$ cat src/sv/assert_macros.svh
// Assertion helpers for the RTL. Both macros sample on clk and are
// disabled while arst_n is low.
`ifndef ASSERT_MACROS_SVH
`define ASSERT_MACROS_SVH

// Same-cycle implication.
`define AST_IMP(label, a, c) \
	label: assert property (@(posedge clk) disable iff (!arst_n) (a) |-> (c)) \
		else $error("assertion failed");

// Next-cycle implication.
`define AST_NEXT(label, a, c) \
	label: assert property (@(posedge clk) disable iff (!arst_n) (a) |=> (c)) \
		else $error("assertion failed");

`endif

$ cat src/sv/bspe_pkg.sv
`default_nettype none
package bspe_pkg;
	localparam int DATA_W    = 32;
	localparam int OP_W      = 2;
	localparam int IDX_W     = 7;
	localparam int DEG_W     = 3;
	localparam int CNT_W     = 7;
	localparam int CFG_W     = 7;
	localparam int CFG_IDX_W = 2;
	localparam int STAT_W    = 2;

	localparam int DEF_MAX_COEFFS = 64;
	localparam int DEF_MAX_DEGREE = 7;
	localparam int DEF_FRAC_BITS  = 16;

	localparam logic [DEG_W-1:0] RST_DEGREE = DEG_W'(3);
	localparam logic [CNT_W-1:0] RST_COUNT  = CNT_W'(4);

	localparam logic [CFG_IDX_W-1:0] REG_DEGREE = CFG_IDX_W'(0);
	localparam logic [CFG_IDX_W-1:0] REG_COUNT  = CFG_IDX_W'(1);
	localparam logic [CFG_IDX_W-1:0] REG_EXTRAP = CFG_IDX_W'(2);

	localparam logic [OP_W-1:0] OP_KNOT = OP_W'(0);
	localparam logic [OP_W-1:0] OP_COEF = OP_W'(1);
	localparam logic [OP_W-1:0] OP_EVAL = OP_W'(2);

	typedef enum logic [STAT_W-1:0] {
		ST_OK     = 2'd0,
		ST_DOMAIN = 2'd1,
		ST_DEGREE = 2'd2,
		ST_SAT    = 2'd3
	} status_t;

	typedef enum logic [1:0] {
		K_KNOT,
		K_COEF,
		K_QUERY
	} kind_t;

	typedef struct packed {
		kind_t                     kind;
		logic [IDX_W-1:0]          index;
		logic signed [DATA_W-1:0]  value;
	} item_t;

	typedef struct packed {
		logic [DEG_W-1:0] degree;
		logic [CNT_W-1:0] coeff_count;
		logic             extrapolate;
	} cfg_t;

	typedef enum logic [3:0] {
		E_IDLE,
		E_RD_LO,
		E_RD_HI,
		E_CHECK,
		E_SRCH_RD,
		E_SRCH_CMP,
		E_LD_RD,
		E_LD_WR,
		E_BL_TI,
		E_BL_TG,
		E_BL_DIV,
		E_BL_WAIT,
		E_BL_MUL,
		E_BL_FIN,
		E_OUT
	} eng_state_t;
endpackage
`default_nettype wire

$ cat src/sv/bspe_front.sv
`default_nettype none
module bspe_front #(
	parameter int MAX_COEFFS = bspe_pkg::DEF_MAX_COEFFS,
	parameter int MAX_DEGREE = bspe_pkg::DEF_MAX_DEGREE
) (
	input  wire logic                                clk,
	input  wire logic                                arst_n,
	input  wire logic                                start,
	output logic                                     busy,
	input  wire logic [bspe_pkg::OP_W-1:0]           op,
	input  wire logic [bspe_pkg::IDX_W-1:0]          index,
	input  wire logic signed [bspe_pkg::DATA_W-1:0]  value,
	input  wire logic                                pop,
	output logic                                     avail,
	output bspe_pkg::item_t                          item
);
	import bspe_pkg::*;

	localparam int KDEPTH = MAX_COEFFS + MAX_DEGREE + 1;

	item_t       q_q [2];
	logic        wr_ptr_q, rd_ptr_q;
	logic [1:0]  cnt_q;
	logic        accept, keep;
	item_t       cls;
	logic [31:0] idx_ext;

	assign busy    = (cnt_q == 2'd2);
	assign avail   = (cnt_q != 2'd0);
	assign item    = q_q[rd_ptr_q];
	assign accept  = start && !busy;
	assign idx_ext = 32'(index);

	// Ops that change nothing are dropped here and never reach the back end.
	always_comb begin
		cls.index = index;
		cls.value = value;
		cls.kind  = K_QUERY;
		keep      = 1'b0;
		if (op == OP_KNOT) begin
			cls.kind = K_KNOT;
			keep     = (idx_ext < 32'(KDEPTH));
		end else if (op == OP_COEF) begin
			cls.kind = K_COEF;
			keep     = (idx_ext < 32'(MAX_COEFFS));
		end else if (op == OP_EVAL) begin
			keep = 1'b1;
		end
	end

	always_ff @(posedge clk) begin
		if (accept && keep)
			q_q[wr_ptr_q] <= cls;
	end

	always_ff @(posedge clk or negedge arst_n) begin
		if (!arst_n) begin
			wr_ptr_q <= 1'b0;
			rd_ptr_q <= 1'b0;
			cnt_q    <= 2'd0;
		end else begin
			if (accept && keep)
				wr_ptr_q <= !wr_ptr_q;
			if (pop)
				rd_ptr_q <= !rd_ptr_q;
			cnt_q <= cnt_q + 2'((accept && keep) ? 1 : 0) - 2'(pop ? 1 : 0);
		end
	end
endmodule
`default_nettype wire

$ cat config.mk
export PLATFORM = sky130hd
export DESIGN_NAME = bspe_front
export DESIGN_NICKNAME = d
export VERILOG_FILES = /design/src/sv/assert_macros.svh /design/src/sv/bspe_pkg.sv /design/src/sv/bspe_front.sv
export SDC_FILE = /design/constraint.sdc
export NUM_CORES = 1
export LEC_CHECK = 0
export BUFFER_PORTS_ARGS = -buffer_cell sky130_fd_sc_hd__buf_4
export CELL_PAD_IN_SITES_DETAIL_PLACEMENT = 0
export CELL_PAD_IN_SITES_GLOBAL_PLACEMENT = 1
export CORE_ASPECT_RATIO = 1.75
export CORE_MARGIN = 2
export CORE_UTILIZATION = 39
export CTS_CLUSTER_SIZE = 20
export DETAILED_ROUTE_END_ITERATION = 6
export PLACE_DENSITY_LB_ADDON = 0.1
export SYNTH_ARGS = -nofsm -noshare
export SYNTH_HDL_FRONTEND = slang
export SYNTH_SLANG_ARGS = --single-unit
$ cat constraint.sdc
create_clock -name clk -period 2.8 [get_ports clk]
set_input_delay 0.28 -clock clk [delete_from_list [all_inputs] [get_ports clk]]
set_output_delay 0.28 -clock clk [all_outputs]
set_load 0.01 [all_outputs]
==> summary.md, run 1 <==
| Metric | Value |
|---|---|
| Area growth syn-to-layout | 33.4% |
| Clock transition at path regs | 60 ps |
| CP max FO | 25 |
| Die area | 0.00897 mm^2 |
| Fmax | 489 MHz |
| Initial core utilization | 0.402 |
| Final setup fails | 0 |
| Post-synth EDFFs | 82 |
| Post-CTS setup buffer count | 0 |
| Drt first pass iters | 4 |
| Static leakage | 1.59 nW |
| Setup crit start kind | flip-flop |
| Global Route Usage Sum | 0.132 |
| Post-synthesis cell type count | 16 |
| Hold Path Class | primary input to flip-flop |
| Clock Root Buffer | clkbuf_16 |
| Clk buf depth | 2 |
| Synth area leaders | edfxtp_1, mux2_2, dfrtp_1 |
| Final clock skew | 3.36 ps |
| Worst hold stages | 1 |
| Async SR Flop Fraction | 0.0465 |
| Worst reg2reg startpoint | cnt_q[1]$_DFF_PN0_ |
| DP Worst Slack | 924 ps |
| Final WS setup | 754 ps |
| Vias per cell | 4.79 |
| Syn_nets | 197 |
| Worst path cell trace | buf_12 > mux2_2 > buf_4 |
| Die Height | 124 um |
| Vias in the first global route | 1662 |
| Layout Nets | 293 |
| Final Power | 3.90 mW |
| Relative slew slack | 0.686 |
| Crit Path Class | flip-flop to output port |
| Post-Syn Instances | 150 |
| WL final | 5.73 mm |
| Fin crit share | 0.731 |
| PwrDens | 914 mW/mm^2 |
| CP top delay family | flip-flops |
| Tightest Pin Transition | 472 ps |
| Leading cell types in the layout, fill and taps excluded | buf_4, edfxtp_1, mux2_2 |
| Syn Area/Cell | 21.3 um^2 |
| Cell Area, Synth | 0.00320 mm^2 |
| # DRC | 0 |
| Max VDD drop | 446 uV |
| Fin crit period | 2050 ps |
| H-tree lvl count | 3 |
| Largest net degree at the start of global routing | 35 |
| Antenna violation net count after detailed routing | 0 |
| Most common cell after layout, fill and taps aside | buf_4 |
| Critical path's slowest cell | dfrtp_2 |
| TritonCTS Buffers | 9 |
| CP endpoint kind | output port |
| Antenna diodes | 0 |
| FF+latch count, synth | 86 |
| Slowest cell delay on critical path | 660 ps |
| Capture point of the worst reg-to-reg path | cnt_q[1]$_DFF_PN0_ |
| Core outline area | 0.00796 mm^2 |
| WL per Instance | 16.8 um |
| Vias | 1635 |
| RSZ-0062 raised after global routing | no |
| Die width | 72.5 um |
| Setup TNS Final | 0 ps |
| Boundary Pins | 88 |
| Final Hold Viols | 0 |
| Setup slack, reg-to-reg | 1090 ps |
| Hold Path Origin | value[4] |
| Synth top area share | 0.770 |
| HPWL after DPL | 3.96 mm |
| WP data arrival | 1770 ps |
| Port buffer count | 87 |
| Initial antenna violation count | 0 |
| Sequential element share of the synthesized area | 0.801 |
| Hold-critical path endpoint | q_q[0][4]$_DFFE_PP_ |
| Max cap viols | 0 |
| First-pass GRT wire length | 8.47 mm |
| Slew Limit Fails | 0 |
| Clk_lat worst skew | 320 ps |
| Starting DRT DRC Count | 87 |
| GP Congestion | 0.702 |
| WP buf/inv | 2 |
| Top FF cell, synth | edfxtp_1 |
| Share of cells above drive strength 1 | 0.582 |
| CTS tree | yes |
| CP Data Required Time | 2520 ps |
| Synth area leader | edfxtp_1 |
| Clk sink count | 86 |
| Reg2reg path depth | 7 |
| Yosys warning total | 0 |
| Status | completed |
| Grt ovf | 0 |
| FP Rows | 43 |
## power by group
group	leakage (nW)	switching (mW)	internal, mW
Combinational	0.672	0.512	0.651
Clock	0.120	0.407	0.592
Sequential	0.796	0.112	1.63
## worst reg2reg max path, stage by stage, from the launching register on
cell,delay [ps]
dfrtp_1,380
inv_1,90
o221ai_2,390
ha_1,310
inv_1,50
ha_1,140
xnor2_1,130
xnor2_1,130
## per-layer routing
| layer | GRT usage | vias to the layer above | wire length (um) |
|---|---|---|---|
| li1 | - | 776 | - |
| met5 | 0 | - | 0 |
| met2 | 0.226 | 61 | 3130 |
| met1 | 0.143 | 790 | 2060 |
| met4 | 0.0625 | 0 | 102 |
| met3 | 0.0502 | 8 | 434 |
## worst max path at each step
stage	slack [ps]	depth (start not counted)	to	startpoint
floorplan	-110	3	q_q[0][0]$_DFFE_PP_	op[0]
global placement	960	5	q_q[1][25]$_DFFE_PP_	op[0]
detailed placement	920	8	cnt_q[1]$_DFF_PN0_	op[0]
CTS	710	3	item[7]	rd_ptr_q$_DFFE_PN0P_
global route	660	3	item[7]	rd_ptr_q$_DFFE_PN0P_
finish	750	3	item[7]	rd_ptr_q$_DFFE_PN0P_
## synth_stat cells (all sizes together) (2+ instances only)
cell / count
edfxtp: 82
mux2: 41
nor2: 3
dfrtp: 4
xnor2: 3
ha: 2
buf: 5
inv: 3
## through the flow
stage / instance area, um^2 / hold WS [ps] / util / cells
floorplan: 3200 / -15.6 / - / 150
global placement: 4010 / 81.5 / 0.503 / 324
detailed placement: 4010 / 83.0 / 0.503 / 324
CTS: 4270 / 127 / 0.536 / 341
global route: 4270 / 129 / 0.536 / 341
finish: 4270 / 141 / 0.536 / 341
## state kept, by name, indices dropped and copies added (netlist names)
| name | count |
|---|---|
| wr_ptr_q | 1 |
| rd_ptr_q | 1 |
| q_q | 82 |
| cnt_q | 2 |
## layout make-up
class | instances | area, um^2
Timing Repair Buffer | 91 | 723
Fill cell | 690 | 3690
Multi-Input combinational cell | 55 | 607
Inverter | 3 | 11.3
Tap cell | 90 | 113
Clock inverter | 3 | 11.3
Clock buffer | 13 | 240
Sequential cell | 86 | 2560
## repair_timing
item | CTS | global route
endpoints found under the hold margin | 4 | 0
hold buffers | 1 | 0
gates resized for setup | 0 | 0
## kinds of logic (layout without fill, tap and decap cells)
group           after synthesis  after routing  share of synthesized area
flops                        86             86                      0.801
mux                          42             42                      0.147
buf+inv                       9            110                     0.0141
simple gates                  6              6                     0.0141
xor+xnor                      4              4                     0.0110
fa+ha+maj                     2              2                    0.00782
compound gates                1              1                    0.00469
Note: power is estimated with default switching activity, not from simulation.
==> inputs of run 2 (changes only) <==
==> constraint.sdc (replaced) <==
create_clock -name clk -period 1.71 [get_ports clk]
set_input_delay 0.171 -clock clk [delete_from_list [all_inputs] [get_ports clk]]
set_output_delay 0.171 -clock clk [all_outputs]
set_load 0.01 [all_outputs]
==> run 2 against run 1 <==
- sequential share of layout area down 0.28 points
- setup slack lost 710 ps
- via count grew 1.5%
- cell count grew 0.59%
- wire length down 3.1%
- critical path type unchanged
- hold slack lost 110 ps
- die area unchanged
- highest routed layer unchanged
==> summary.md, run 2 (synthesis gave the netlist of run 1 again) <==
| Metric | Value |
|---|---|
| Clk sink count | 86 (unchanged) |
| HPWL after DPL | 3.74 mm (was 3.96 mm) |
| GP Congestion | 0.679 (was 0.702) |
| Layout Nets | 296 (was 293) |
| Fin area | 0.00429 mm^2 (was 0.00427 mm^2) |
| Clock power share | 0.256 (about the same) |
| Leading cell types in the layout, fill and taps excluded | buf_4, edfxtp_1, mux2_2 (unchanged) |
| # DRC | 0 (unchanged) |
| Hold WS | 27.7 ps (was 141 ps) |
| CP max FO | 42 (was 25) |
| CP Data Required Time | 1540 ps (was 2520 ps) |
| Fillers | 673 (was 690) |
| Largest net degree at the start of global routing | 43 (was 35) |
| Fin crit period | 1660 ps |
| Initial antenna violation count | 0 (unchanged) |
| # placed instances | 327 (was 324) |
| Multi-input logic area | 607 um^2 (unchanged) |
| Crit Path Class | flip-flop to output port (unchanged) |
| Final clock skew | 3.73 ps (was 3.36 ps) |
| Static leakage | 1.60 nW (was 1.59 nW) |
| Power Internal | 4.71 mW (was 2.87 mW) |
| Core outline area | 0.00796 mm^2 (unchanged) |
| First-pass GRT wire length | 8.36 mm (was 8.47 mm) |
| Slowest cell delay on critical path | 380 ps (was 660 ps) |
| Antenna diodes | 0 (unchanged) |
| Vias | 1660 (was 1635) |
| Die area | 0.00897 mm^2 (unchanged) |
| Vias in the first global route | 1732 (was 1662) |
| Antenna violation net count after detailed routing | 0 (unchanged) |
| Boundary Pins | 88 (unchanged) |
| Share of cells above drive strength 1 | 0.593 (was 0.582) |
| Comb power frac | 0.312 (was 0.298) |
| Tightest Pin Transition | 255 ps (was 472 ps) |
| Sw Ratio | 0.263 (was 0.265) |
| FP Rows | 43 (unchanged) |
| H-tree lvl count | 3 (unchanged) |
| Setup crit start kind | flip-flop (unchanged) |
| Placed inst area | 0.00403 mm^2 (was 0.00401 mm^2) |
| Drt first pass iters | 4 (unchanged) |
| Sequential cell area | 0.00256 mm^2 (unchanged) |
| Fin crit share | 0.972 |
| Final Hold Viols | 0 (unchanged) |
| Biggest register | q_q (unchanged) |
| Final Power | 6.39 mW (was 3.90 mW) |
| Fmax | 602 MHz |
| Max cap viols | 0 (unchanged) |
| Starting DRT DRC Count | 57 (was 87) |
| Max VDD drop | 943 uV (was 446 uV) |
| Port buffer count | 87 (unchanged) |
| Grt ovf | 0 (unchanged) |
| Number of flip-flops in the largest register | 82 (unchanged) |
| Reg power frac | 0.432 (was 0.445) |
| Clock transition at path regs | 60 ps (about the same) |
| Clk_lat worst skew | 320 ps (about the same) |
| Initial core utilization | 0.402 (unchanged) |
| Status | completed (unchanged) |
| Most common cell after layout, fill and taps aside | buf_4 (unchanged) |
| Final setup fails | 0 (unchanged) |
| Critical path's slowest cell | mux2_2 (was dfrtp_2) |
| Non-Filler Instances | 343 (was 341) |
| PwrDens | 1490 mW/mm^2 (was 914 mW/mm^2) |
| RSZ-0062 raised after global routing | no (unchanged) |
| Die Height | 124 um (unchanged) |
| CP endpoint kind | output port (unchanged) |
| CTS tree | yes (unchanged) |
| WL final | 5.55 mm (was 5.73 mm) |
| WP data arrival | 1490 ps (was 1770 ps) |
| Clk buf depth | 2 (unchanged) |
| Largest regs | q_q: 82 flops, cnt_q: 2 flops (unchanged) |
| TritonCTS Buffers | 9 (unchanged) |
| Utilization after layout | 0.539 (was 0.536) |
| Worst path cell trace | buf_12 > mux2_2 > buf_4 (unchanged) |
| Global Route Usage Sum | 0.129 (was 0.132) |
| Hold Path Class | primary input to flip-flop (unchanged) |
| NetSw | 1.68 mW (was 1.03 mW) |
| Relative slew slack | 0.830 (was 0.686) |
| Clock Root Buffer | clkbuf_16 (unchanged) |
| Vias per cell | 4.84 (was 4.79) |
| WL per Instance | 16.2 um (was 16.8 um) |
| Slew Limit Fails | 0 (unchanged) |
| Area growth syn-to-layout | 34.1% (was 33.4%) |
| Die width | 72.5 um (unchanged) |
-- run 2: cell count changes in the layout (fill, tap and decap cells not counted) --
cell      delta
clkbuf_1     -1
buf_4        +3
clkinv_1     -1
clkinv_2     +1
-- run 2: per-stage QoR --
stage | setup TNS [ps] | worst slack, ps
6_report | 0 | 48.0
5_1_grt | 0 | 5.16
3_3_place_gp | 0 | 130
3_5_place_dp | 0 | 98.8
4_1_cts | 0 | 17.3
2_1_floorplan | -34320 | -419
-- run 2: worst paths after layout --
path	end	slack (ps)	startpoint	cells past startpoint
worst max-delay path	item[3]	50	rd_ptr_q$_DFFE_PN0P_	3
worst min-delay path	q_q[0][4]$_DFFE_PP_	30	value[4]	1
worst max register to register	cnt_q[1]$_DFF_PN0_	220	cnt_q[1]$_DFF_PN0_	7
worst min register to register	cnt_q[1]$_DFF_PN0_	520	cnt_q[1]$_DFF_PN0_	1
max in group asynchronous	rd_ptr_q$_DFFE_PN0P_	1430	arst_n	2
min in group asynchronous	cnt_q[1]$_DFF_PN0_	170	arst_n	2
-- run 2: critical path, delay by kind of cell, from the launching register on --
kind | cells | cell delay (ps)
flops | 1 | 370
buf+inv | 2 | 390
mux | 1 | 380
-- run 2: per-layer routing --
| metal | vias up | part of all wire | track usage |
|---|---|---|---|
| li1 | 777 | - | - |
| met1 | 814 | 0.36 | 0.132 |
| met2 | 58 | 0.56 | 0.233 |
| met3 | 11 | 0.061 | 0.0388 |
| met4 | 0 | 0.022 | 0.0660 |
| met5 | - | 0 | 0 |
-- run 2: layout make-up --
| class | count | share of cell area |
|---|---|---|
| inverters | 3 | 0.00263 |
| multi-input cells | 55 | 0.141 |
| well taps | 90 | 0.0263 |
| flip-flops and latches | 86 | 0.598 |
| repair buffers | 94 | 0.174 |
| clock buffers | 12 | 0.0551 |
| clock inverters | 3 | 0.00292 |
-- run 2: repair_timing --
action                                 CTS  global route
endpoints found under the hold margin    4             0
resized for setup                        0             0
hold buffers                             1             0
buffers inserted                         0             0
-- run 2: power groups by stage --
stage	logic, mW	registers (mW)	clock network (mW)
floorplan	1.12	2.77	0
global placement	2.05	2.79	0
detailed placement	2.05	2.80	0
CTS	2.06	2.76	1.70
global route	2.16	2.79	1.78
finish	1.99	2.76	1.63
